`src/design/akc_pkg.sv`:
```
// ----------------------------------------------------------------------------
// akc_pkg: shared types and codes for the associative key cache
// Command and result codes, the stored entry layout and the
// controller/datapath interface structs.
// ----------------------------------------------------------------------------
`default_nettype none

package akc_pkg;

  localparam logic [1:0] CMD_LOOKUP = 2'd0;
  localparam logic [1:0] CMD_FILL   = 2'd1;
  localparam logic [1:0] CMD_REMOVE = 2'd2;

  localparam logic [2:0] ST_HIT     = 3'd0;
  localparam logic [2:0] ST_MISS    = 3'd1;
  localparam logic [2:0] ST_FILLED  = 3'd2;
  localparam logic [2:0] ST_IGNORED = 3'd3;
  localparam logic [2:0] ST_REMOVED = 3'd4;

  typedef struct packed {
    logic [15:0] device;
    logic [31:0] inode;
    logic [31:0] stamp;
    logic [31:0] value;
  } entry_t;

  localparam int ENTRY_W = $bits(entry_t);

  typedef struct packed {
    logic load;      // latch a lookup or remove and start the scan
    logic fill_now;  // complete a fill or unused command at once
    logic scan;      // scan in progress
    logic finish;    // resolve the scan and emit the result
  } akc_cmd_t;

  typedef struct packed {
    logic done;      // first key match seen or last entry compared
  } akc_stat_t;

endpackage

`default_nettype wire

```
`src/design/assoc_key_cache_rr_replace.sv`:
```
// ----------------------------------------------------------------------------
// assoc_key_cache_rr_replace: fully associative key cache
// Lookup, fill and remove on a small cache keyed by device and inode,
// with stamp checking and round-robin replacement.
// ----------------------------------------------------------------------------
// A command is taken when start is high and busy is low. Lookup and remove
// compare one stored entry per cycle through the single read port of the
// entry memory, from entry 0 upward, stopping at the first key match or
// at the last entry; busy is high while the scan runs, up to and including
// the cycle in which it resolves. Fill and the unused command are handled
// in the cycle they are taken and do not raise busy; their result is
// registered and follows in the next cycle. Each result is shown for one
// cycle with out_strobe and cannot be held off.
// Valid bits reset at once, so no clearing pass follows reset.
// ----------------------------------------------------------------------------
`default_nettype none

module assoc_key_cache_rr_replace
  import akc_pkg::*;
#(
  parameter int ENTRIES = 16
) (
  input  wire logic        clk,
  input  wire logic        rst_n,
  input  wire logic        start,
  output logic             busy,
  input  wire logic [1:0]  in_cmd,
  input  wire logic [15:0] in_device_id,
  input  wire logic [31:0] in_inode_number,
  input  wire logic [31:0] in_mod_stamp,
  input  wire logic [31:0] in_fill_value,
  output logic             out_strobe,
  output logic [2:0]       out_status,
  output logic [31:0]      out_hit_value
);

  akc_cmd_t  ctl;
  akc_stat_t stat;

  akc_ctrl u_ctrl (
    .clk    (clk),
    .rst_n  (rst_n),
    .start  (start),
    .in_cmd (in_cmd),
    .stat   (stat),
    .busy   (busy),
    .ctl    (ctl)
  );

  akc_dp #(
    .ENTRIES (ENTRIES)
  ) u_dp (
    .clk             (clk),
    .rst_n           (rst_n),
    .ctl             (ctl),
    .stat            (stat),
    .in_cmd          (in_cmd),
    .in_device_id    (in_device_id),
    .in_inode_number (in_inode_number),
    .in_mod_stamp    (in_mod_stamp),
    .in_fill_value   (in_fill_value),
    .out_strobe      (out_strobe),
    .out_status      (out_status),
    .out_hit_value   (out_hit_value)
  );

endmodule

`default_nettype wire

```
`src/design/akc_ram.sv`:
```
// ----------------------------------------------------------------------------
// akc_ram: generic single write, single read RAM
// One write port, one read port with registered read data.
// ----------------------------------------------------------------------------
`default_nettype none

module akc_ram #(
  parameter int WIDTH = 8,
  parameter int DEPTH = 16
) (
  input  wire logic                     clk,
  input  wire logic                     we,
  input  wire logic [$clog2(DEPTH)-1:0] waddr,
  input  wire logic [WIDTH-1:0]         wdata,
  input  wire logic [$clog2(DEPTH)-1:0] raddr,
  output logic      [WIDTH-1:0]         rdata
);

  logic [WIDTH-1:0] mem_r [DEPTH];

  always_ff @(posedge clk) begin
    if (we) begin
      mem_r[waddr] <= wdata;
    end
    rdata <= mem_r[raddr];
  end

endmodule

`default_nettype wire

```
`src/design/akc_ctrl.sv`:
```
// ----------------------------------------------------------------------------
// akc_ctrl: command sequencer for the associative key cache
// Accepts commands, runs the entry scan for lookups and removes and
// tells the datapath when to resolve.
// ----------------------------------------------------------------------------
`default_nettype none

module akc_ctrl
  import akc_pkg::*;
(
  input  wire logic       clk,
  input  wire logic       rst_n,
  input  wire logic       start,
  input  wire logic [1:0] in_cmd,
  input  wire akc_stat_t  stat,
  output logic            busy,
  output akc_cmd_t        ctl
);

  localparam logic S_IDLE = 1'b0;
  localparam logic S_SCAN = 1'b1;

  logic state_r, state_nxt;
  logic accept;
  logic is_scan_cmd;

  assign accept      = start && (state_r == S_IDLE);
  assign is_scan_cmd = (in_cmd == CMD_LOOKUP) || (in_cmd == CMD_REMOVE);
  assign busy        = (state_r != S_IDLE);

  always_comb begin
    state_nxt    = state_r;
    ctl.load     = 1'b0;
    ctl.fill_now = 1'b0;
    ctl.scan     = 1'b0;
    ctl.finish   = 1'b0;
    case (state_r)
      S_IDLE: begin
        if (accept) begin
          if (is_scan_cmd) begin
            ctl.load  = 1'b1;
            state_nxt = S_SCAN;
          end else begin
            ctl.fill_now = 1'b1;
          end
        end
      end
      S_SCAN: begin
        ctl.scan = 1'b1;
        if (stat.done) begin
          ctl.finish = 1'b1;
          state_nxt  = S_IDLE;
        end
      end
      default: begin
        state_nxt = S_IDLE;
      end
    endcase
  end

  always_ff @(posedge clk) begin
    if (!rst_n) begin
      state_r <= S_IDLE;
    end else begin
      state_r <= state_nxt;
    end
  end

endmodule

`default_nettype wire

```
`src/design/akc_dp.sv`:
```
// ----------------------------------------------------------------------------
// akc_dp: datapath of the associative key cache
// Entry memory, valid bits, scan counters, victim choice, round-robin
// pointer, pending victim and the result register.
// ----------------------------------------------------------------------------
`default_nettype none

module akc_dp
  import akc_pkg::*;
#(
  parameter int ENTRIES = 16
) (
  input  wire logic        clk,
  input  wire logic        rst_n,
  input  wire akc_cmd_t    ctl,
  output akc_stat_t        stat,
  input  wire logic [1:0]  in_cmd,
  input  wire logic [15:0] in_device_id,
  input  wire logic [31:0] in_inode_number,
  input  wire logic [31:0] in_mod_stamp,
  input  wire logic [31:0] in_fill_value,
  output logic             out_strobe,
  output logic [2:0]       out_status,
  output logic [31:0]      out_hit_value
);

  localparam int IDX_W = $clog2(ENTRIES);
  localparam logic [IDX_W-1:0] LAST_IDX = IDX_W'(ENTRIES - 1);

  logic [ENTRIES-1:0] valid_r;
  logic [1:0]         cmd_r;
  logic [15:0]        dev_r;
  logic [31:0]        ino_r;
  logic [31:0]        stamp_r;
  logic [IDX_W-1:0]   issue_idx_r;
  logic               issue_en_r;
  logic [IDX_W-1:0]   cmp_idx_r;
  logic               cmp_en_r;
  logic               free_found_r;
  logic [IDX_W-1:0]   free_idx_r;
  logic [IDX_W-1:0]   rr_ptr_r;
  logic               pend_valid_r;
  logic [IDX_W-1:0]   pend_slot_r;
  logic               out_valid_r;
  logic [2:0]         out_status_r;
  logic [31:0]        out_hit_value_r;

  logic               ram_we;
  entry_t             ram_wdata;
  logic [ENTRY_W-1:0] ram_rdata;
  entry_t             rd;

  logic match_now;
  logic inv_now;
  logic cmp_last;
  logic stamp_eq;
  logic do_fill;

  akc_ram #(
    .WIDTH (ENTRY_W),
    .DEPTH (ENTRIES)
  ) u_entry_ram (
    .clk   (clk),
    .we    (ram_we),
    .waddr (pend_slot_r),
    .wdata (ram_wdata),
    .raddr (issue_idx_r),
    .rdata (ram_rdata)
  );

  assign rd        = entry_t'(ram_rdata);
  assign match_now = cmp_en_r && valid_r[cmp_idx_r] &&
                     (rd.device == dev_r) && (rd.inode == ino_r);
  assign inv_now   = cmp_en_r && !valid_r[cmp_idx_r];
  assign cmp_last  = (cmp_idx_r == LAST_IDX);
  assign stamp_eq  = (rd.stamp == stamp_r);
  assign stat.done = match_now || (cmp_en_r && cmp_last);

  assign do_fill   = ctl.fill_now && (in_cmd == CMD_FILL) && pend_valid_r;
  assign ram_we    = do_fill;

  always_comb begin
    ram_wdata.device = in_device_id;
    ram_wdata.inode  = in_inode_number;
    ram_wdata.stamp  = in_mod_stamp;
    ram_wdata.value  = in_fill_value;
  end

  // latched request
  always_ff @(posedge clk) begin
    if (ctl.load) begin
      cmd_r   <= in_cmd;
      dev_r   <= in_device_id;
      ino_r   <= in_inode_number;
      stamp_r <= in_mod_stamp;
    end
    cmp_idx_r <= issue_idx_r;
    if (!free_found_r && inv_now) begin
      free_idx_r <= cmp_idx_r;
    end
  end

  always_ff @(posedge clk) begin
    if (!rst_n) begin
      valid_r         <= '0;
      issue_idx_r     <= '0;
      issue_en_r      <= 1'b0;
      cmp_en_r        <= 1'b0;
      free_found_r    <= 1'b0;
      rr_ptr_r        <= '0;
      pend_valid_r    <= 1'b0;
      pend_slot_r     <= '0;
      out_valid_r     <= 1'b0;
      out_status_r    <= ST_IGNORED;
      out_hit_value_r <= '0;
    end else begin
      out_valid_r <= ctl.fill_now || ctl.finish;

      // scan counters
      if (ctl.load) begin
        issue_idx_r  <= '0;
        issue_en_r   <= 1'b1;
        cmp_en_r     <= 1'b0;
        free_found_r <= 1'b0;
      end else if (ctl.finish) begin
        issue_en_r <= 1'b0;
        cmp_en_r   <= 1'b0;
      end else if (ctl.scan) begin
        cmp_en_r <= issue_en_r;
        if (issue_en_r) begin
          if (issue_idx_r == LAST_IDX) begin
            issue_en_r <= 1'b0;
          end else begin
            issue_idx_r <= issue_idx_r + 1'b1;
          end
        end
        if (inv_now) begin
          free_found_r <= 1'b1;
        end
      end

      // fill and unused command
      if (ctl.fill_now) begin
        out_hit_value_r <= '0;
        if (do_fill) begin
          valid_r[pend_slot_r] <= 1'b1;
          pend_valid_r         <= 1'b0;
          out_status_r         <= ST_FILLED;
        end else begin
          out_status_r <= ST_IGNORED;
        end
      end

      // scan resolution
      if (ctl.finish) begin
        if (cmd_r == CMD_LOOKUP) begin
          if (match_now && stamp_eq) begin
            out_status_r    <= ST_HIT;
            out_hit_value_r <= rd.value;
          end else begin
            out_status_r    <= ST_MISS;
            out_hit_value_r <= '0;
            pend_valid_r    <= 1'b1;
            if (match_now) begin
              valid_r[cmp_idx_r] <= 1'b0;
              pend_slot_r        <= cmp_idx_r;
            end else if (free_found_r) begin
              pend_slot_r <= free_idx_r;
            end else if (inv_now) begin
              pend_slot_r <= cmp_idx_r;
            end else begin
              pend_slot_r <= rr_ptr_r;
              rr_ptr_r    <= (rr_ptr_r == LAST_IDX) ? '0 : rr_ptr_r + 1'b1;
            end
          end
        end else begin
          out_status_r    <= ST_REMOVED;
          out_hit_value_r <= '0;
          if (match_now) begin
            valid_r[cmp_idx_r] <= 1'b0;
          end
        end
      end
    end
  end

  assign out_strobe    = out_valid_r;
  assign out_status    = out_status_r;
  assign out_hit_value = out_hit_value_r;

endmodule

`default_nettype wire
```
`config.mk`:
```
export PLATFORM = sky130hd
export DESIGN_NAME = assoc_key_cache_rr_replace
export DESIGN_NICKNAME = d
export VERILOG_FILES = /design/src/design/akc_pkg.sv /design/src/design/assoc_key_cache_rr_replace.sv /design/src/design/akc_ram.sv /design/src/design/akc_ctrl.sv /design/src/design/akc_dp.sv
export SDC_FILE = /design/constraint.sdc
export NUM_CORES = 2
export LEC_CHECK = 0
export BUFFER_PORTS_ARGS = -buffer_cell sky130_fd_sc_hd__buf_2
export CAP_MARGIN = 20
export CORE_UTILIZATION = 35
export DETAILED_ROUTE_END_ITERATION = 12
export PLACE_DENSITY_LB_ADDON = 0.12
export SYNTH_ARGS = -nofsm -noshare
export SYNTH_HDL_FRONTEND = slang
export SYNTH_HIERARCHICAL = 1
export SYNTH_SLANG_ARGS = --single-unit
```
`constraint.sdc`:
```
create_clock -name clk -period 13 [get_ports clk]
set_input_delay 2.6 -clock clk [delete_from_list [all_inputs] [get_ports clk]]
set_output_delay 2.6 -clock clk [all_outputs]
set_load 0.02 [all_outputs]
```
==> flow_results.org <==
** Status
- The flow ran to the end, and the final reports show no timing, DRC or antenna violations.

** Yosys
- The synthesized design contains about 1900 enable-type register cells.
- Counting distinct cell types in the post-synthesis netlist gives 61.
- Among all flip-flop cells after synthesis, the most frequent one is edfxtp_1.
- Post-synthesis cell area :: around 76000 µm²
- Total of flip-flops plus latches after synthesis :: approximately 2100
- After synthesis, flip-flops and latches occupy 79.32% of the total area.
- After synthesis, the share of flip-flops with an asynchronous set or reset is 0%.
- Synthesis produced a netlist whose cell count is between 3000 and 4000.
- The Yosys step of the flow raised 6 warnings.
- The number of nets handed over by synthesis was around 3500.
- Synthesized area divided by synthesized cell count :: 22.23 µm²

** STA
- Sum Neg Setup Slack :: 0 ns
- Final count of negative-setup-slack endpoints :: 0
- The total count of max-transition violations in the final report came to 0.
- At the pin with the least slew margin, the transition time is around 1.1 ns.
- Between clock sinks in the finished design, the worst skew comes to slightly above 0.06 ns.
- After layout, the worst path uses between 40% and 50% of the clock period.
- Period minus WS final :: about 5.5 ns
- Upper clock frequency limit :: ~180 MHz
- Unrepaired setup endpoints after global routing :: false
- The count of final hold-check violations is 0.
- The worst pin sits at a relative slew slack of 27.71%.

** Clock tree
- Maximum count of clock buffers along a single path :: 3
- Root cell of the clock tree :: clkbuf_16
- TritonCTS built the clock tree.
- The H-tree generated during clock tree synthesis spans 4 levels.
- Clock latency on the worst-skew pair, taken at its later pin, is ~0.85 ns.
- Clock tree synthesis found a total of a little over 2000 sinks.
- # resized after CTS :: 0
- Hold buffers post-CTS :: 0
- Number of post-CTS setup repair buffers :: 0
- Number of buffers created by CTS :: around 220
- After clock tree synthesis, the clock-pin slew on the worst setup and hold paths is ~0.060 ns.

** Critical path
- Sort of element at the end of the critical path :: register
- The worst setup path is launched from a primary input.
- At the worst endpoint, the required time is between 10 and 15 ns.
- Crit. Startpoint :: in_cmd[0]
- Setup CP Type :: in -> reg
- In this run the critical register-to-register path is launched from u_dp/ino_r[23]$_DFFE_PP_.
- In this run the worst path has a maximum fanout of 50.
- STA puts the critical path data arrival time at 5.94 ns.
- Count of cells along the worst register-to-register path :: 10

** Worst hold path
- Instance count along the most critical hold path :: 2
- Hold path startpoint :: u_dp/u_entry_ram/rdata[24]$_DFF_P_
- Hold WC Path Type :: reg -> reg

** Global routing
- Global Route Usage Sum :: 16.99%
- For this run, global-route usage on met3 was measured as 2.717%.
- Largest net degree at the start of global routing :: around 140
- In the global route stage, met2 resource usage came out at between 20 and 30%.
- The first global-routing pass estimated between 200000 and 300000 µm of wire.
- The via count of the first global-routing pass came to about 37000.
- Remaining global-route overflow :: 0
- Initial antenna violation count :: 30
- GR peak layer :: met2
- Global routing consumed, on the met1 layer, 23.57% of the routing resources.

** Place
- Including well taps, the total number of placed cells is 6298.
- The HPWL after detailed placement is a little under 100000 µm.
- The congestion estimate from routability-driven global placement came to ~0.71.
- Port bufs :: approximately 150

** Cells and area
- Compared with the post-synthesis result, the final layout area differs by 14.51%.
- The library cell used most frequently in the layout, excluding fill and tap cells, is edfxtp_1.
- In the final layout, the share of cells above drive strength 1 is between 20% and 30%.
- For this run, the post-layout net count is around 3800.
- The finished layout holds ~6700 standard cells, fillers aside.
- Most frequent cells in the layout :: edfxtp_1, mux4_2, a22oi_1, clkbuf_16, dfxtp_1

** Detailed routing
- In the final routed layout, each cell accounts on average for approximately 27 µm.
- Number of detailed-route iterations in the first pass :: 7
- Final antenna-violating net count :: 0
- Using the TritonRoute via totals, the vias-per-cell ratio works out to 5.159.
- For this block, the initial DRC count from the detailed router was around 2600.
- Remaining DRCs :: 0
- Total wire length after detailed routing :: 184300 µm
- Vias post-DR :: about 35000

** Power
- Sequential power share :: a little over half
- Switching share of total power :: 20.11%
- Internal power component :: between 0.01 and 0.015 W
- Total leakage power :: between 20 and 30 nW
- Fraction of power consumed by combinational cells :: between 1.5 and 2%
- Clock share of power :: between 40% and 50%
- Summed over all nets, the switching power comes to between 0.002 and 0.003 W.
- The worst-case IR drop observed on VDD is approximately 0.14 mV.
- For this design the ratio of total power to cell area is ~150 nW/µm².

** Floorplan
- Pin placement for this block handled between 150 and 200 I/O pins.
- The floorplan step defined a die boundary enclosing approximately 220000 µm².
- From bottom edge to top edge, the die measures 467.3 µm.
- Num rows :: 170
- The total area inside the core boundary comes to about 210000 µm².
- The initial utilization of the core area, before any placement, comes to a little over a third.
- Overall die width :: 467.3 µm

** Run
- Max-cap violations in this run came to 0.
==> cell type report <==
type,count,area (µm²)
fillers,19070,128100
flip-flops and latches,2063,60110
multi-input cells,1160,14870
clock buffers,321,6082
well taps,2838,3551
repair buffers,224,1399
clock inverters,81,666.9
inverters,13,48.80
diodes,17,42.54
==> sequential cells by signal, indices dropped and copies added, names as in the netlist, 4 cells and up <==
register / flops
u_dp/pend_slot_r: 4
u_dp/u_entry_ram/mem_r: 1792
u_dp/dev_r: 16
u_dp/ino_r: 32
u_dp/valid_r: 16
u_dp/issue_idx_r: 4
u_dp/out_hit_value: 32
u_dp/u_entry_ram/rdata: 112
u_dp/free_idx_r: 4
u_dp/stamp_r: 32
u_dp/rr_ptr_r: 4
u_dp/cmp_idx_r: 4
==> path summary, 6_finish.rpt <==
path	to	slack [ns]
worst max register to register	u_dp/out_hit_value[11]$_SDFFE_PN0P_	8.46
worst max-delay path	u_dp/u_entry_ram/mem_r[0][91]$_DFFE_PP_	7.50
worst min register to register	u_dp/out_hit_value[24]$_SDFFE_PN0P_	0.47
worst min-delay path	u_dp/out_hit_value[24]$_SDFFE_PN0P_	0.47
==> kinds of logic after synthesis <==
| kind of cell | Yosys count | share of synthesized area [%] |
|---|---|---|
| AND/OR/NAND/NOR | 288 | 1.825 |
| buffers and inverters | 186 | 1.263 |
| multiplexers | 454 | 13.46 |
| flip-flops | 2063 | 79.32 |
| AO/OA/AOI/OAI | 342 | 3.245 |
| XOR/XNOR | 74 | 0.8554 |
| adder cells (fa/ha/maj) | 2 | 0.03302 |
==> metrics by stage <==
step | area, µm² | hold slack (ns) | total power, W | setup slack (ns) | utilization, %
after global placement | 79970 | 0.4541 | 0.007616 | 6.624 | 37.23
after floorplan | 75770 | 0.3762 | 0.007480 | 0.6727 | -
after detailed placement | 79970 | 0.4551 | 0.007619 | 6.539 | 37.23
final | 86760 | 0.4684 | 0.01333 | 7.499 | 40.39
after global routing | 86750 | 0.4946 | 0.01376 | 7.397 | 40.38
after CTS | 86720 | 0.4713 | 0.01351 | 7.512 | 40.37
==> synthesized netlist by cell type (5+ instances only) <==
cell type,count,area share [%]
a22oi_1,258,2.6
xor2_1,73,0.84
nand4_1,6,0.050
dfxtp_1,185,4.9
o21ai_0,23,0.15
o21a_1,5,0.050
nor2_1,69,0.34
edfxtp_1,1878,74
buf_2,15,0.099
clkbuf_1,67,0.33
buf_4,36,0.36
buf_6,14,0.21
nand2_1,121,0.60
buf_1,41,0.20
nand3_1,11,0.073
nor4_1,17,0.14
nor3_1,14,0.092
mux4_2,452,13
a21oi_1,30,0.20
inv_1,13,0.064
nor2b_1,9,0.074
nand2b_1,11,0.091
==> per-layer routing <==
metal / share of wire [%] / wire length (µm) / up-vias
met4: 1.9 / 3576 / 10
met5: 0.034 / 63 / -
met3: 4.1 / 7547 / 243
li1: - / - / 14870
met1: 45 / 83170 / 18830
met2: 49 / 89990 / 706
==> worst max-delay path: stages <==
cell	delay, ns
buf_2	0.13
and3b_2	0.28
nand2_1	0.10
nor3b_2	0.18
buf_4	0.23
or3b_2	0.58
nor3_2	0.20
buf_4	0.80
buf_4	0.74
==> power by group through the flow <==
stage	sequential, W	combinational (W)	clock (W)
after floorplan	0.00740	0.0000838	0
after global placement	0.00740	0.000220	0
after detailed placement	0.00740	0.000223	0
after CTS	0.00726	0.000223	0.00603
after global routing	0.00725	0.000237	0.00627
final	0.00726	0.000214	0.00586
(Power assumes the default switching activity.)
